--- src/rtl/srq_pkg.sv ---
// ----------------------------------------------------------------------------
// srq_pkg
// Shared types and codes for the shifting queue with search.
// ----------------------------------------------------------------------------
package srq_pkg;

    // command codes carried on the request channel
    typedef enum logic [1:0] {
        CMD_ENQ  = 2'd0,
        CMD_DEQ  = 2'd1,
        CMD_SRCH = 2'd2,
        CMD_NOP  = 2'd3
    } t_cmd;

    // result status codes
    typedef enum logic [1:0] {
        ST_OK       = 2'd0,
        ST_FULL     = 2'd1,
        ST_EMPTY    = 2'd2,
        ST_NOTFOUND = 2'd3
    } t_status;

    // per-cycle operation broadcast to every cell
    typedef struct packed {
        logic load;   // a request is accepted this cycle
        logic enq;    // append at the tail (queue not full)
        logic deq;    // shift one place toward the head (queue not empty)
        logic srch;   // compare against the identifier
    } t_cell_op;

endpackage

--- src/rtl/srq_in_if.sv ---
// ----------------------------------------------------------------------------
// srq_in_if
// Request channel: command and identifier with valid/ready handshake.
// ----------------------------------------------------------------------------
interface srq_in_if;
    logic               valid;
    logic               ready;
    logic [1:0]         cmd;
    logic signed [31:0] ident;

    modport source (output valid, output cmd, output ident, input ready);
    modport sink   (input valid, input cmd, input ident, output ready);
endinterface

--- src/rtl/srq_out_if.sv ---
// ----------------------------------------------------------------------------
// srq_out_if
// Result channel: status, search result, removed head and occupancy.
// ----------------------------------------------------------------------------
interface srq_out_if;
    logic               valid;
    logic               ready;
    logic [1:0]         status;
    logic               found;
    logic [2:0]         position;
    logic signed [31:0] head_value;
    logic [3:0]         occupancy;

    modport source (output valid, output status, output found, output position,
                    output head_value, output occupancy, input ready);
    modport sink   (input valid, input status, input found, input position,
                    input head_value, input occupancy, output ready);
endinterface

--- src/rtl/srq_cell.sv ---
// ----------------------------------------------------------------------------
// srq_cell
// One queue slot: holds an identifier, takes its neighbour's value on a
// dequeue, loads the new identifier when it is the tail, and registers a
// match flag for a search.
// ----------------------------------------------------------------------------
module srq_cell #(
    parameter int DEPTH    = 8,
    parameter int ID_WIDTH = 32,
    parameter int IDX      = 0
) (
    input  logic                           i_clk,
    input  srq_pkg::t_cell_op              i_op,
    input  logic [$clog2(DEPTH+1)-1:0]     i_count,
    input  logic [ID_WIDTH-1:0]            i_id,
    input  logic [ID_WIDTH-1:0]            i_next,
    output logic [ID_WIDTH-1:0]            o_data,
    output logic                           o_match
);
    localparam int CW = $clog2(DEPTH + 1);
    localparam logic [CW-1:0] IDX_C = CW'(IDX);

    logic [ID_WIDTH-1:0] r_slot;
    logic                r_match;

    // shift, load at the tail, and compare when occupied
    always_ff @(posedge i_clk) begin
        if (i_op.load) begin
            if (i_op.deq) begin
                r_slot <= i_next;
            end else if (i_op.enq && (i_count == IDX_C)) begin
                r_slot <= i_id;
            end
            r_match <= i_op.srch && (i_count > IDX_C) && (r_slot == i_id);
        end
    end

    assign o_data  = r_slot;
    assign o_match = r_match;
endmodule

--- src/rtl/srq_first_match.sv ---
// ----------------------------------------------------------------------------
// srq_first_match
// Priority encoder: position of the lowest set match flag, nearest the head.
// ----------------------------------------------------------------------------
module srq_first_match #(
    parameter int DEPTH = 8
) (
    input  logic [DEPTH-1:0]         i_match,
    output logic                     o_any,
    output logic [$clog2(DEPTH)-1:0] o_index
);
    localparam int IW = $clog2(DEPTH);

    logic [DEPTH-1:0] w_low;

    // isolate the lowest set flag
    assign w_low = i_match & (~i_match + DEPTH'(1));
    assign o_any = |i_match;

    // encode the isolated flag
    always_comb begin
        o_index = '0;
        for (int i = 0; i < DEPTH; i++) begin
            if (w_low[i]) begin
                o_index = o_index | IW'(i);
            end
        end
    end
endmodule

--- src/rtl/shift_queue_with_search.sv ---
// ----------------------------------------------------------------------------
// shift_queue_with_search
// Bounded first-in first-out queue held in a chain of shifting cells, with
// enqueue, dequeue and search for the first matching entry.
// ----------------------------------------------------------------------------
// The block takes one request per clock cycle, unless it stalls, and returns
// exactly one result for each, in order. In the cycle that takes the request
// every cell shifts, loads or compares its own slot in parallel and registers
// a match flag; once the output register is free, a priority encoder over
// those flags picks the first match and the result is loaded into the output
// register. While that register holds a result that has not been taken, one
// further request is still accepted before the block stalls.
// Identifiers are stored as their low ID_WIDTH bits; position and occupancy are
// reported in their field widths and wrap for depths beyond what those fields
// hold.
// ----------------------------------------------------------------------------
module shift_queue_with_search #(
    parameter int DEPTH    = 8,
    parameter int ID_WIDTH = 32
) (
    input  logic      i_clk,
    input  logic      i_rst_n,
    srq_in_if.sink    i_req,
    srq_out_if.source o_rsp
);
    localparam int CW = $clog2(DEPTH + 1);
    localparam int IW = $clog2(DEPTH);
    localparam logic [CW-1:0] FULL_C = CW'(DEPTH);

    logic [CW-1:0]          r_count, n_count;
    logic                   r_s1_valid;
    srq_pkg::t_cmd          r_s1_cmd;
    srq_pkg::t_status       r_s1_status;
    logic [ID_WIDTH-1:0]    r_s1_head;
    logic [CW-1:0]          r_s1_occ;
    logic                   r_out_valid;
    srq_pkg::t_status       r_out_status;
    logic                   r_out_found;
    logic [2:0]             r_out_position;
    logic [31:0]            r_out_head;
    logic [3:0]             r_out_occ;

    srq_pkg::t_cmd          w_cmd;
    srq_pkg::t_status       w_status;
    srq_pkg::t_cell_op      w_op;
    logic                   w_accept;
    logic                   w_s2_adv;
    logic                   w_full;
    logic                   w_empty;
    logic [ID_WIDTH+31:0]   w_id_wide;
    logic [ID_WIDTH-1:0]    w_id;
    logic [ID_WIDTH-1:0]    w_data [DEPTH];
    logic [ID_WIDTH-1:0]    w_tail;
    logic [DEPTH-1:0]       w_match;
    logic                   w_any;
    logic [IW-1:0]          w_index;
    logic [IW+2:0]          w_pos_wide;
    logic [ID_WIDTH+31:0]   w_head_wide;
    logic [CW+3:0]          w_occ_wide;

    // handshake: the output register frees the first stage
    assign w_s2_adv    = !r_out_valid || o_rsp.ready;
    assign i_req.ready = !r_s1_valid || w_s2_adv;
    assign w_accept    = i_req.valid && i_req.ready;

    assign w_cmd     = srq_pkg::t_cmd'(i_req.cmd);
    assign w_full    = (r_count == FULL_C);
    assign w_empty   = (r_count == '0);
    assign w_id_wide = {{ID_WIDTH{1'b0}}, i_req.ident};
    assign w_id      = w_id_wide[ID_WIDTH-1:0];
    assign w_tail    = '0;

    // decode the command against the current fill
    always_comb begin
        w_op      = '0;
        w_op.load = w_accept;
        w_status  = srq_pkg::ST_OK;
        n_count   = r_count;
        unique case (w_cmd)
            srq_pkg::CMD_ENQ: begin
                if (w_full) begin
                    w_status = srq_pkg::ST_FULL;
                end else begin
                    w_op.enq = 1'b1;
                    n_count  = r_count + CW'(1);
                end
            end
            srq_pkg::CMD_DEQ: begin
                if (w_empty) begin
                    w_status = srq_pkg::ST_EMPTY;
                end else begin
                    w_op.deq = 1'b1;
                    n_count  = r_count - CW'(1);
                end
            end
            srq_pkg::CMD_SRCH: begin
                if (w_empty) begin
                    w_status = srq_pkg::ST_EMPTY;
                end else begin
                    w_op.srch = 1'b1;
                end
            end
            srq_pkg::CMD_NOP: begin
                w_status = srq_pkg::ST_OK;
            end
        endcase
    end

    // chain of slot cells, each fed by its neighbour toward the tail
    for (genvar g = 0; g < DEPTH; g++) begin : g_cell
        srq_cell #(
            .DEPTH    (DEPTH),
            .ID_WIDTH (ID_WIDTH),
            .IDX      (g)
        ) u_cell (
            .i_clk   (i_clk),
            .i_op    (w_op),
            .i_count (r_count),
            .i_id    (w_id),
            .i_next  ((g == DEPTH - 1) ? w_tail : w_data[(g + 1) % DEPTH]),
            .o_data  (w_data[g]),
            .o_match (w_match[g])
        );
    end

    srq_first_match #(
        .DEPTH (DEPTH)
    ) u_first (
        .i_match (w_match),
        .o_any   (w_any),
        .o_index (w_index)
    );

    // update the fill count and the valid flags of both stages
    always_ff @(posedge i_clk) begin
        if (!i_rst_n) begin
            r_count     <= '0;
            r_s1_valid  <= 1'b0;
            r_out_valid <= 1'b0;
        end else begin
            if (w_accept) begin
                r_count <= n_count;
            end
            if (i_req.ready) begin
                r_s1_valid <= w_accept;
            end
            if (w_s2_adv) begin
                r_out_valid <= r_s1_valid;
            end
        end
    end

    // hold the request's pre-result for the second stage
    always_ff @(posedge i_clk) begin
        if (w_accept) begin
            r_s1_cmd    <= w_cmd;
            r_s1_status <= w_status;
            r_s1_head   <= w_op.deq ? w_data[0] : '0;
            r_s1_occ    <= n_count;
        end
    end

    assign w_pos_wide  = {3'b000, w_index};
    assign w_head_wide = {32'd0, r_s1_head};
    assign w_occ_wide  = {4'b0000, r_s1_occ};

    // finish the search and load the output register
    always_ff @(posedge i_clk) begin
        if (r_s1_valid && w_s2_adv) begin
            if ((r_s1_cmd == srq_pkg::CMD_SRCH) && (r_s1_status == srq_pkg::ST_OK)
                    && !w_any) begin
                r_out_status <= srq_pkg::ST_NOTFOUND;
            end else begin
                r_out_status <= r_s1_status;
            end
            r_out_found    <= w_any;
            r_out_position <= w_any ? w_pos_wide[2:0] : 3'd0;
            r_out_head     <= w_head_wide[31:0];
            r_out_occ      <= w_occ_wide[3:0];
        end
    end

    assign o_rsp.valid      = r_out_valid;
    assign o_rsp.status     = r_out_status;
    assign o_rsp.found      = r_out_found;
    assign o_rsp.position   = r_out_position;
    assign o_rsp.head_value = r_out_head;
    assign o_rsp.occupancy  = r_out_occ;
endmodule

--- src/flat_wrapper.sv ---
// flat-port wrapper written by rule: the top's interface ports become plain ports
module shift_queue_with_search_flat 
#(
    parameter int DEPTH    = 8,
    parameter int ID_WIDTH = 32
)
  (i_clk, i_rst_n, i_req_valid, i_req_cmd, i_req_ident, i_req_ready, o_rsp_valid, o_rsp_status, o_rsp_found, o_rsp_position, o_rsp_head_value, o_rsp_occupancy, o_rsp_ready);
  srq_in_if i_req_i ();
  srq_out_if o_rsp_i ();
  input  logic i_clk;
  input  logic i_rst_n;
  input wire logic [$bits(i_req_i.valid)-1:0] i_req_valid;
  input wire logic [$bits(i_req_i.cmd)-1:0] i_req_cmd;
  input wire logic [$bits(i_req_i.ident)-1:0] i_req_ident;
  output wire logic [$bits(i_req_i.ready)-1:0] i_req_ready;
  output wire logic [$bits(o_rsp_i.valid)-1:0] o_rsp_valid;
  output wire logic [$bits(o_rsp_i.status)-1:0] o_rsp_status;
  output wire logic [$bits(o_rsp_i.found)-1:0] o_rsp_found;
  output wire logic [$bits(o_rsp_i.position)-1:0] o_rsp_position;
  output wire logic [$bits(o_rsp_i.head_value)-1:0] o_rsp_head_value;
  output wire logic [$bits(o_rsp_i.occupancy)-1:0] o_rsp_occupancy;
  input wire logic [$bits(o_rsp_i.ready)-1:0] o_rsp_ready;
  assign i_req_i.valid = i_req_valid;
  assign i_req_i.cmd = i_req_cmd;
  assign i_req_i.ident = i_req_ident;
  assign i_req_ready = i_req_i.ready;
  assign o_rsp_valid = o_rsp_i.valid;
  assign o_rsp_status = o_rsp_i.status;
  assign o_rsp_found = o_rsp_i.found;
  assign o_rsp_position = o_rsp_i.position;
  assign o_rsp_head_value = o_rsp_i.head_value;
  assign o_rsp_occupancy = o_rsp_i.occupancy;
  assign o_rsp_i.ready = o_rsp_ready;
  shift_queue_with_search #(.DEPTH(DEPTH), .ID_WIDTH(ID_WIDTH)) u_core (.i_clk(i_clk), .i_rst_n(i_rst_n), .i_req(i_req_i), .o_rsp(o_rsp_i));
endmodule
--- config.mk ---
export PLATFORM = sky130hd
export DESIGN_NAME = shift_queue_with_search_flat
export DESIGN_NICKNAME = d
export VERILOG_FILES = /design/src/rtl/srq_pkg.sv /design/src/rtl/srq_in_if.sv /design/src/rtl/srq_out_if.sv /design/src/rtl/srq_cell.sv /design/src/rtl/srq_first_match.sv /design/src/rtl/shift_queue_with_search.sv /design/src/flat_wrapper.sv
export SDC_FILE = /design/constraint.sdc
export NUM_CORES = 1
export LEC_CHECK = 0
export ABC_AREA = 0
export BUFFER_PORTS_ARGS = -buffer_cell sky130_fd_sc_hd__buf_4
export CAP_MARGIN = 20
export CELL_PAD_IN_SITES_DETAIL_PLACEMENT = 1
export CELL_PAD_IN_SITES_GLOBAL_PLACEMENT = 1
export CORE_MARGIN = 2
export CORE_UTILIZATION = 45
export CTS_CLUSTER_SIZE = 16
export DETAILED_ROUTE_END_ITERATION = 12
export PLACE_DENSITY = 0.72
export SLEW_MARGIN = 0
export SYNTH_ARGS = -nofsm -noshare
export SYNTH_HDL_FRONTEND = slang
export SYNTH_SLANG_ARGS = --single-unit
--- constraint.sdc ---
create_clock -name i_clk -period 7.4 [get_ports i_clk]
set_clock_uncertainty 0.05 [all_clocks]
set_input_delay 0.74 -clock i_clk [delete_from_list [all_inputs] [get_ports i_clk]]
set_output_delay 0.74 -clock i_clk [all_outputs]
set_load 0.02 [all_outputs]
==> impl_results.md, run 1 <==
- Status: finished, final reports clean
- H-Tree Depth: 2
- Top cell type's share of synthesized area: 63.1%
- TNS Setup: 0 ps
- Crit path largest cell delay: 730 ps
- Post_cts resized: 0
- First-pass iteration count of the detailed router: 5
- Final Non-Filler Cells: 1725
- Cells on worst reg2reg path: 8
- EDFF count, synth: 346
- CTS max path bufs: 3
- Area of the multi-input gates: 5630 sq um
- CTS buffer count: 38
- Max_cap viols: 0
- Worst hold path class: in2reg
- Syn Inst Count: 1203
- Die Ht: 195 um
- Worst-path clk slew: 60 ps
- Most used DFF post-synth: edfxtp_1
- Total Routed Length: 43300 um
- Clock sink count: 352
- Final-report hold violation count: 0
- Antenna-violating nets left: 0
- Netlist Area Pre-Place: 16500 sq um
- Vias per inst: 5.71
- Post-DP Area: 17400 sq um
- Die area: 38200 sq um
- Unrepaired setup endpoints after global routing: no
- Hold_sp: i_req_cmd[1]
- Layout Nets: 1276
- First-pass GRT wire length: 64600 um
- Post-synth top area cell: edfxtp_1
- Initial antenna violation count: 0
- Asr flop ratio synth: 0%
- Fmax: 0.264 GHz
- P per Cell Area: 255 nW/um^2
- Slowest CP cell: a21oi_4
- Reg2reg setup slack: 3610 ps
- Worst path most repeated cell: buf_4
- LEAKAGE: 7.57 nW
- DR WL/cell: 25.1 um
- Site row count: 70
- Inst Count DP: 1654
- CTS Root Cell: clkbuf_16
- Die X: 195 um
- # DRC: 0
- Post-synth cell types: 46
- Pwr Total: 4.79 mW
- Post-DP HPWL: 32000 um
- Synth Area in Simple Gates: 7.58%
- Final Slew Violations: 0
- Normalized max-slew margin: 33.4%
- Vias: 9846
- Synth Area in Adders: 0.608%
- Crit path to: u_core.g_cell[2].u_cell.o_data[17]
- Core area: 36300 sq um
- Worst Path Arrival: 3890 ps
- Sequential fraction of the synthesis area: 63.8%
- Layout cells sized above 1: 13.0%
- Post-synthesis mux area share: 0.0608%
- Design area: 18800 sq um
- Synth-to-Final Area Change: 14.1%
- Core Util, Final: 51.7%
- Crit-path max FO: 50
- Avg Synthesized Cell Area: 13.7 sq um
- Reg2reg end: u_core.g_cell[2].u_cell.o_data[17]
- Critical Path Source Type: flop
- Combinational family with the most area after synthesis: XOR/XNOR gates
- Worst setup startpoint: u_core.r_count[0]
- Largest net degree at the start of global routing: 103
- Xor-xnor portion of the synthesized cell area: 13.6%
- Grt ovf: 0
- Crit path kind: reg2reg
- Setup crit end kind: flop
- Slew @ Worst Pin: 996 ps
- Overall Global Routing Usage: 22.9%
- Fin crit share: 51.2%
- Filler cell count: 3517
- Max VDD drop: 0.131 mV
- Synth Register Bits: 352
- IO Pins: 82
- Ys Warns: 0
- Diodes inserted: 0
- Initial Util: 45.3%
- Vias in the first global route: 10.1k
- Worst-path cell chain: inv_1, ha_1, or3b_1, buf_4, and2_4, o21ai_1, buf_4, a21oi_4
- Worst-skew pair later-pin latency: 530 ps
- Hold Buf Count CTS: 0
- Reg-to-Reg Start: u_core.r_count[0]
- Minimum clock period: 3790 ps
- GP Congestion: 0.917
- Setup-failing EPs final: 0
- Compound-Gate Fraction of Synth Area: 11.7%
- Port bufs: 81
- CP required: 7500 ps
- Initial DRC Count: 817
- FF/Latch Area: 10500 sq um
- Mapped Nets: 1249
- Post-CTS Setup Inserts: 0
- CTS tree: done
- Synth top area cells: edfxtp_1, xor2_1, a21o_1
==> state kept, by name (all words and copies together) (netlist names), 2 cells and up <==
signal	count
u_core.r_s1_status	2
u_core.o_rsp.position	3
u_core.g_cell.u_cell.o_data	256
u_core.r_s1_cmd	2
u_core.r_s1_head	32
u_core.o_rsp.head_value	32
u_core.r_count	4
u_core.o_rsp.status	2
u_core.r_s1_occ	4
u_core.g_cell.u_cell.o_match	8
u_core.o_rsp.occupancy	4
==> critical path: cells and delay by family (launching register included) <==
kind | cells | cell delay [ps]
adder cells (fa/ha/maj) | 1 | 330
buffers and inverters | 3 | 770
AND/OR/NAND/NOR | 2 | 750
AO/OA/AOI/OAI | 2 | 960
flip-flops | 1 | 520
==> power by group <==
group	internal, mW	switching [mW]
clock	1.21	0.768
combinational	0.174	0.311
sequential	2.29	0.0369
total	3.67	1.12
==> cell type report <==
class	count	area share, %
timing repair buffer	93	4.02
clock inverter	18	1.44
multi-input combinational	736	29.9
sequential	352	55.9
clock buffer	49	5.39
inverter	9	0.180
tap	468	3.12
==> how the worst min path moves through the flow <==
stage / endpoint / slack [ps] / depth (start not counted)
after floorplan: u_core.o_rsp.head_value[0] / 350 / 0
after global placement: u_core.o_rsp.head_value[24] / 350 / 0
after detailed placement: u_core.o_rsp.head_value[15] / 360 / 0
after CTS: u_core.r_s1_cmd[1] / 340 / 1
after global routing: u_core.r_s1_cmd[1] / 350 / 1
final: u_core.r_s1_cmd[1] / 360 / 1
==> synthesized netlist by cell type (13+ instances only) <==
| cell | instances |
|---|---|
| edfxtp_1 | 346 |
| a21o_1 | 225 |
| xor2_1 | 214 |
| clkbuf_1 | 100 |
| nor4_1 | 53 |
| xnor2_1 | 42 |
| and3_1 | 34 |
| and2_1 | 33 |
| nand4_1 | 20 |
| a21oi_1 | 17 |
| nand3_1 | 17 |
| nor2_1 | 13 |
==> logic make-up (layout without fill, tap and decap cells) <==
kind of cell               after synthesis  in the layout
adders and majority gates                8              8
muxes                                    1              1
AOI/OAI and AO/OA                      263            263
and+or+nand+nor                        208            208
xor gates and xnor gates               256            256
buffers and inverters                  115            169
DFF                                    352            352
==> cell usage in the layout, fill, tap and decap left out, types with 3 or more instances in the layout <==
cell and count:
clkinv_1 3, clkinv_2 5, and3_1 34, edfxtp_1 346, nor2b_1 5, a21o_1 225, dfxtp_1 6, o21ai_0 4
clkbuf_1 10, nor2_1 11, a21oi_4 6, nand2_1 9, nand3_1 17, clkbuf_16 39, nor3_1 7, nor4_1 53
buf_12 3, ha_1 8, inv_1 9, xor2_1 214, nand2b_1 3, bufinv_16 7, o21bai_1 3, and2_1 33
xnor2_1 42, nand4_1 20, a21oi_1 11, buf_4 89
==> layer usage <==
layer | global-route usage [%] | part of all wire [%]
met1 | 31.2 | 45
met2 | 37.6 | 48
met3 | 2.88 | 4.2
met4 | 8.68 | 3.4
met5 | 0 | 0
==> per-stage QoR <==
step	setup WS [ps]	hold WS, ps
floorplan	1900	350
global placement	3620	353
detailed placement	3470	356
CTS	3430	342
global route	3300	350
finish	3610	359
Power figures use the tool's default switching activity.
==> run 2: changes to the inputs <==
- ABC_AREA: 0 -> 1
- PLACE_DENSITY: 0.72 -> 0.77
- clock period: 7.4 -> 3.7 ns (I/O delays scaled with it)
==> run 2 against run 1 <==
Worst hold slack worse by 310 ps. Register-to-register slack worse by 2600 ps. Global-route usage up 6.8 points. Die area up 7.6%. Clock-buffer cell count up 4. Core utilization up 0.087 points. Critical path depth unchanged. Maximum frequency up 39%. Sequential power up 100%. Synthesized area up 7.8%. Final cell count up 50%. Synthesized cell count up 64%. Critical path type unchanged. Critical endpoint is now u_core.g_cell[2].u_cell.o_data[21].
==> impl_results.md, run 2 <==
- Worst-path cell chain: inv_1, ha_1, nand2_4, nand2_4, nand2_1, nand2_2, a21oi_4, buf_12
- Layout cells sized above 1: 9.64% (-3.3 points)
- Worst slack at placement: 1020 ps (-2450 ps)
- Net Sw Frac: 26.0% (+2.7 points)
- Hold_sp: i_rst_n
- Reg2reg setup slack: 970 ps (-2640 ps)
- Final-report hold violation count: 0 (unchanged)
- Max VDD drop: 0.256 mV (+95%)
- Pint: 7.10 mW (+93%)
- Synth top area cells: edfxtp_1, nand2_1, inv_1
- Initial antenna violation count: 3 (+3)
- Final hold slack: 53.6 ps (-306 ps)
- Top-count cell post-synth: nand2_1
- Antenna-violating nets left: 0 (unchanged)
- Total Routed Length: 60500 um (+40%)
- Max FFs per register: 256 (unchanged)
- Normalized max-slew margin: 49.9% (+16 points)
- Sequential fraction of the synthesis area: 59.2% (-4.6 points)
- Crit-path leading delay family: simple AND/OR/NAND/NOR gates
- Worst Path Arrival: 2910 ps (-980 ps)
- Most frequent cells in the layout: nand2_1, edfxtp_1, inv_1
- Asr flop ratio synth: 0% (unchanged)
- Clock sink count: 352 (unchanged)
- Reg2reg end: u_core.g_cell[2].u_cell.o_data[21]
- Hold Path Depth: 3 (+2)
- EDFF count, synth: 346 (unchanged)
- Post-synth top cells: nand2_1, edfxtp_1, inv_1, nor2_1, o21ai_0
- Hold Path End: u_core.r_count[0]
- GP Congestion: 0.945 (+3.0%)
- CTS max path bufs: 3 (unchanged)
- Synth-to-Final Area Change: 13.3%
- Die Ht: 203 um (+3.7%)
- First-pass GRT wire length: 89600 um (+39%)
- WP buf/inv: 2 (-1)
- Overall Global Routing Usage: 29.6% (+6.8 points)
- Sequential share of power: 48.5% (about the same)
- Vias in the first global route: 14.6k (+45%)
- Post-DP HPWL: 43500 um (+36%)
- Die area: 41100 sq um (+7.6%)
- Minimum clock period: 2730 ps (-1060 ps)
- Slowest CP cell: dfxtp_1
- Comb pwr share: 11.5% (+1.4 points)
- Slew @ Worst Pin: 752 ps (-245 ps)
- Worst-skew pair later-pin latency: 540 ps (about the same)
- Ys Warns: 0 (unchanged)
- Initial Util: 45.7% (+0.40 points)
- Vias: 14.1k (+43%)
- Critical Path Source Type: flop
- Status: finished, final reports clean
- Port bufs: 81 (unchanged)
- Net Sw Power: 2.49 mW (+120%)
- Site row count: 72 (+2.9%)
- Avg Synthesized Cell Area: 9.02 sq um (-34%)
- Filler cell count: 4506 (+28%)
- Mapped Nets: 2013 (+61%)
- First-pass iteration count of the detailed router: 6 (+1)
- Crit path largest cell delay: 510 ps (-220 ps)
- Leading cell type in the layout, fill and taps excluded: nand2_1
- Reg-to-Reg Start: u_core.r_count[1]
- IO Pins: 82 (unchanged)
- Post-synth top area cell: edfxtp_1
- CP required: 3880 ps (-3620 ps)
- CTS Root Cell: clkbuf_16
- DR WL/cell: 23.3 um (-7.1%)
- Most used DFF post-synth: edfxtp_1
- Grt ovf: 0 (unchanged)
- Netlist Area Pre-Place: 17800 sq um (+7.8%)
- LEAKAGE: 8.61 nW (+14%)
- Setup crit end kind: flop
- Max_cap viols: 0 (unchanged)
- Worst hold path class: in2reg
- Layout Nets: 2093 (+64%)
- Top cell type's share of synthesized area: 58.5% (-4.5 points)
- Die X: 203 um (+3.7%)
- Initial DRC Count: 1419 (+74%)
- Largest net degree at the start of global routing: 73 (-29%)
- Synth Register Bits: 352 (unchanged)
- CTS buffer count: 40 (+5.3%)
- Crit-path max FO: 25 (-50%)
- Vias per inst: 5.44 (-4.6%)
- Clock network power share: 40.0% (-1.4 points)
- Setup-failing EPs final: 0 (unchanged)
- Worst path most repeated cell: nand2_4
- Post-synth cell types: 31 (-33%)
- Core area: 38800 sq um (+6.8%)
- Fmax: 0.366 GHz (+39%)
- Cells on worst reg2reg path: 8 (unchanged)
- # DRC: 0 (unchanged)
- H-Tree Depth: 2 (unchanged)
- Worst-path clk slew: 60 ps (about the same)
- Final Slew Violations: 0 (unchanged)
- Syn Inst Count: 1967 (+64%)
- Unrepaired setup endpoints after global routing: no
- Fin crit share: 73.8% (+23 points)
- Post_cts resized: 0 (unchanged)
- Crit path kind: reg2reg
- P per Cell Area: 477 nW/um^2 (+87%)
- CTS tree: done
- Setup ws final: 970 ps (-2640 ps)
run 2: layout make-up:
cell class	count	area (sq um)	area share (%)
Timing Repair Buffer	103	828	4.12
Antenna cell	2	5.00	0.0249
Clock inverter	16	121	0.603
Inverter	259	975	4.85
Tap cell	518	648	3.22
Multi-Input combinational cell	1291	5930	29.5
Clock buffer	53	1100	5.47
Sequential cell	352	10500	52.3
run 2: worst max-delay path by stage:
stage                            start  slack [ps]  cells past startpoint                                 end
floorplan           u_core.o_rsp.valid        -540                      5   u_core.g_cell[4].u_cell.o_data[0]
global placement     u_core.r_count[1]        1140                      8  u_core.g_cell[2].u_cell.o_data[19]
detailed placement   u_core.r_count[1]        1020                      8  u_core.g_cell[2].u_cell.o_data[19]
CTS                  u_core.r_count[1]        1000                      8  u_core.g_cell[2].u_cell.o_data[11]
global route         u_core.r_count[1]         830                      8  u_core.g_cell[2].u_cell.o_data[29]
finish               u_core.r_count[1]         970                      8  u_core.g_cell[2].u_cell.o_data[21]
run 2: per-layer routing:
layer | vias to the layer above | share of wire, % | track usage (%)
met3 | 144 | 9.0 | 7.21
li1 | 6395 | - | -
met4 | 2 | 4.9 | 14.1
met5 | - | 0.022 | 0
met1 | 6996 | 40 | 37.8
met2 | 585 | 46 | 47.6
run 2: power groups by stage:
stage	clock [mW]	combinational [mW]	sequential [mW]
2_1_floorplan	0	0.650	4.75
3_3_place_gp	0	1.04	4.72
3_5_place_dp	0	1.08	4.73
4_1_cts	3.87	1.09	4.65
5_1_grt	4.02	1.20	4.66
6_report	3.83	1.10	4.65
run 2: what timing repair did:
item,CTS,global route
hold buffers,2,0
endpoints found under the setup margin,0,0
setup buffers,0,0
endpoints found under the hold margin,2,0
run 2: worst register-to-register path: stages, from the launching register on:
cell,delay [ps]
dfxtp_1,510
inv_1,170
ha_1,310
nand2_4,140
nand2_4,150
nand2_1,120
nand2_2,220
a21oi_4,430
buf_12,280
run 2: logic make-up (layout without fill, tap and decap cells):
logic type / count (synthesis) / count (layout) / synth area share [%]
adder cells (fa/ha/maj): 8 / 8 / 0.564
AO/OA/AOI/OAI: 186 / 186 / 5.29
buffers and inverters: 324 / 431 / 7.88
other: 0 / 2 / 0
XOR/XNOR: 83 / 83 / 4.09
flip-flops: 352 / 352 / 59.2
AND/OR/NAND/NOR: 1014 / 1014 / 23.0
run 2: metrics by stage:
step / std cells / area, sq um / power [mW] / util [%] / TNS [ps]
4_1_cts: 2592 / 20100 / 9.62 / 51.8 / 0
3_5_place_dp: 2521 / 18900 / 5.81 / 48.6 / 0
3_3_place_gp: 2521 / 18900 / 5.76 / 48.6 / 0
2_1_floorplan: 1967 / 17800 / 5.40 / - / -83700
5_1_grt: 2592 / 20100 / 9.88 / 51.8 / 0
6_report: 2594 / 20100 / 9.59 / 51.8 / 0
==> run 3: changes to the inputs <==
- CORE_UTILIZATION: 45 -> 43
- clock period: 3.7 -> 2.5 ns (I/O delays scaled with it)
==> run 3 against run 2 <==
Critical path depth rose by 1. Non-clock buffer count rose by 15. Via count rose by 0.68%. Maximum frequency rose by 14%. Critical path type unchanged.
==> impl_results.md, run 3 (same netlist as run 2, synthesis figures left out) <==
- IO Pins: 82 (unchanged)
- Post-DP HPWL: 45100 um (+3.7%)
- Layout Nets: 2108 (+0.72%)
- Die X: 207 um (+2.3%)
- Fmax: 0.417 GHz (+14%)
- Crit path kind: reg2reg
- Vias: 14.2k (+0.68%)
- Die area: 42900 sq um (+4.6%)
- Unrepaired setup endpoints after global routing: no
- First-pass GRT wire length: 92100 um (+2.8%)
- CTS Root Cell: clkbuf_16
- Normalized max-slew margin: 54.9% (+5.0 points)
- Worst Path Arrival: 2600 ps (-310 ps)
- LEAKAGE: 8.75 nW (+1.6%)
- Overall Global Routing Usage: 28.7% (-0.94 points)
- Worst hold path class: in2reg
- Port bufs: 81 (unchanged)
- Hold Path End: u_core.r_s1_valid
- Crit-path max FO: 36 (+44%)
- Slew @ Worst Pin: 670 ps (-82.2 ps)
- Reg2reg setup slack: 100 ps (-870 ps)
- Pwr Total: 14.5 mW (+51%)
- P per Cell Area: 707 nW/um^2 (+48%)
- Vias in the first global route: 14.7k (+0.32%)
- Site row count: 74 (+2.8%)
- Worst-skew pair later-pin latency: 560 ps (+20 ps)
- Filler cell count: 4749 (+5.4%)
- CTS buffer count: 40 (unchanged)
- Vias per inst: 5.42 (-0.47%)
- Die Ht: 207 um (+2.3%)
- Cells on worst reg2reg path: 9 (+1)
- Final-report hold violation count: 0 (unchanged)
- CTS max path bufs: 3 (unchanged)
- Core area: 40800 sq um (+5.2%)
- Initial DRC Count: 1464 (+3.2%)
- Grt ovf: 0 (unchanged)
- Synth-to-Final Area Change: 15.3%
- Diodes inserted: 0 (-2)
- Minimum clock period: 2400 ps (-332 ps)
- Final hold slack: 76.0 ps (+22.4 ps)
- H-Tree Depth: 2 (unchanged)
- Hold_sp: i_req_valid
- Leading cell type in the layout, fill and taps excluded: nand2_1
- Setup crit end kind: flop
- First-pass iteration count of the detailed router: 5 (-1)
- Max_cap viols: 0 (unchanged)
- CTS tree: done
- Most frequent cells in the layout: nand2_1, edfxtp_1, inv_1
- Fin crit share: 95.9% (+22 points)
- Total Routed Length: 61300 um (+1.4%)
- Antenna-violating nets left: 0 (unchanged)
- Clock sink count: 352 (unchanged)
- Layout cells sized above 1: 10.6% (+0.97 points)
- Initial Util: 43.5% (-2.2 points)
- Reg2reg end: u_core.g_cell[5].u_cell.o_data[2]
- CP required: 2700 ps (-1180 ps)
- Setup-failing EPs final: 0 (unchanged)
- Post-CTS Setup Inserts: 0 (unchanged)
- # DRC: 0 (unchanged)
- Hold Path Depth: 3 (unchanged)
- Status: finished, final reports clean
- Max FFs per register: 256 (unchanged)
- Largest net degree at the start of global routing: 101 (+38%)
- Reg-to-Reg Start: u_core.r_count[1]
- Max VDD drop: 0.361 mV (+41%)
- Worst setup startpoint: u_core.r_count[1]
- Worst-path clk slew: 60 ps (about the same)
- DR WL/cell: 23.4 um (+0.26%)
- Critical Path Source Type: flop
- Final Slew Violations: 0 (unchanged)
- Initial antenna violation count: 1 (-2)
- GP Congestion: 0.950 (+0.58%)
run 3: changes by cell type in the layout (fill, tap and decap cells not counted), moves of 2 or more:
cell	before	now
clkbuf_1	9	13
clkbuf_8	3	0
bufinv_16	2	4
dfxtp_1	6	4
clkinv_1	12	7
clkinv_2	3	6
dlygate4sd3_1	2	4
buf_4	97	100
buf_12	4	13
inv_6	1	3
dfxtp_2	0	2
diode_2	2	0
run 3: layout make-up:
type                            count  area [sq um]  area share, %
Clock buffer                       54          1070           5.25
Clock inverter                     18           195          0.954
Inverter                          259           983           4.80
Multi-Input combinational cell   1291          5960           29.1
Sequential cell                   352         10500           51.4
Tap cell                          532           666           3.25
Timing Repair Buffer              118          1080           5.27
run 3: routing by layer:
layer  routed length [um]  track usage (%)
met1                25000             38.3
met2                28600             45.4
met3                 4730             4.81
met4                 2970             14.4
met5                    0                0
run 3: report_power, final:
part | internal [mW] | switching (mW)
registers | 6.78 | 0.101
logic | 0.483 | 1.22
clock network | 3.44 | 2.46
run 3: worst max-delay path, cell delays in order, from the launching register on:
cell and delay (ps):
dfxtp_2 420, inv_1 130, ha_2 240, nand2_4 110, nand2_4 160, inv_8 200, buf_16 260, nor2_1 90
inv_1 170, o21ai_0 230
run 3: repair_timing:
action,CTS,global route
endpoints found under the hold margin,6,0
endpoints found under the setup margin,0,17
hold buffers,4,0
gates resized for setup,0,3
run 3: worst max path at each step:
stage / end
final: u_core.g_cell[5].u_cell.o_data[2]
after CTS: u_core.g_cell[5].u_cell.o_data[2]
after global routing: u_core.g_cell[5].u_cell.o_data[2]
after detailed placement: u_core.g_cell[5].u_cell.o_data[2]
after global placement: u_core.g_cell[5].u_cell.o_data[3]
after floorplan: u_core.g_cell[2].u_cell.o_data[0]
run 3: through the flow:
stage | utilization, % | std cells | area, sq um | setup slack [ps] | setup TNS (ps)
3_3_place_gp | 46.9 | 2548 | 19100 | 272 | 0
6_report | 50.1 | 2624 | 20500 | 102 | 0
4_1_cts | 50.1 | 2624 | 20500 | 56.3 | 0
3_5_place_dp | 46.9 | 2548 | 19100 | 45.9 | 0
2_1_floorplan | - | 1967 | 17900 | -6.23 | -398
5_1_grt | 50.1 | 2624 | 20500 | 3.85 | 0
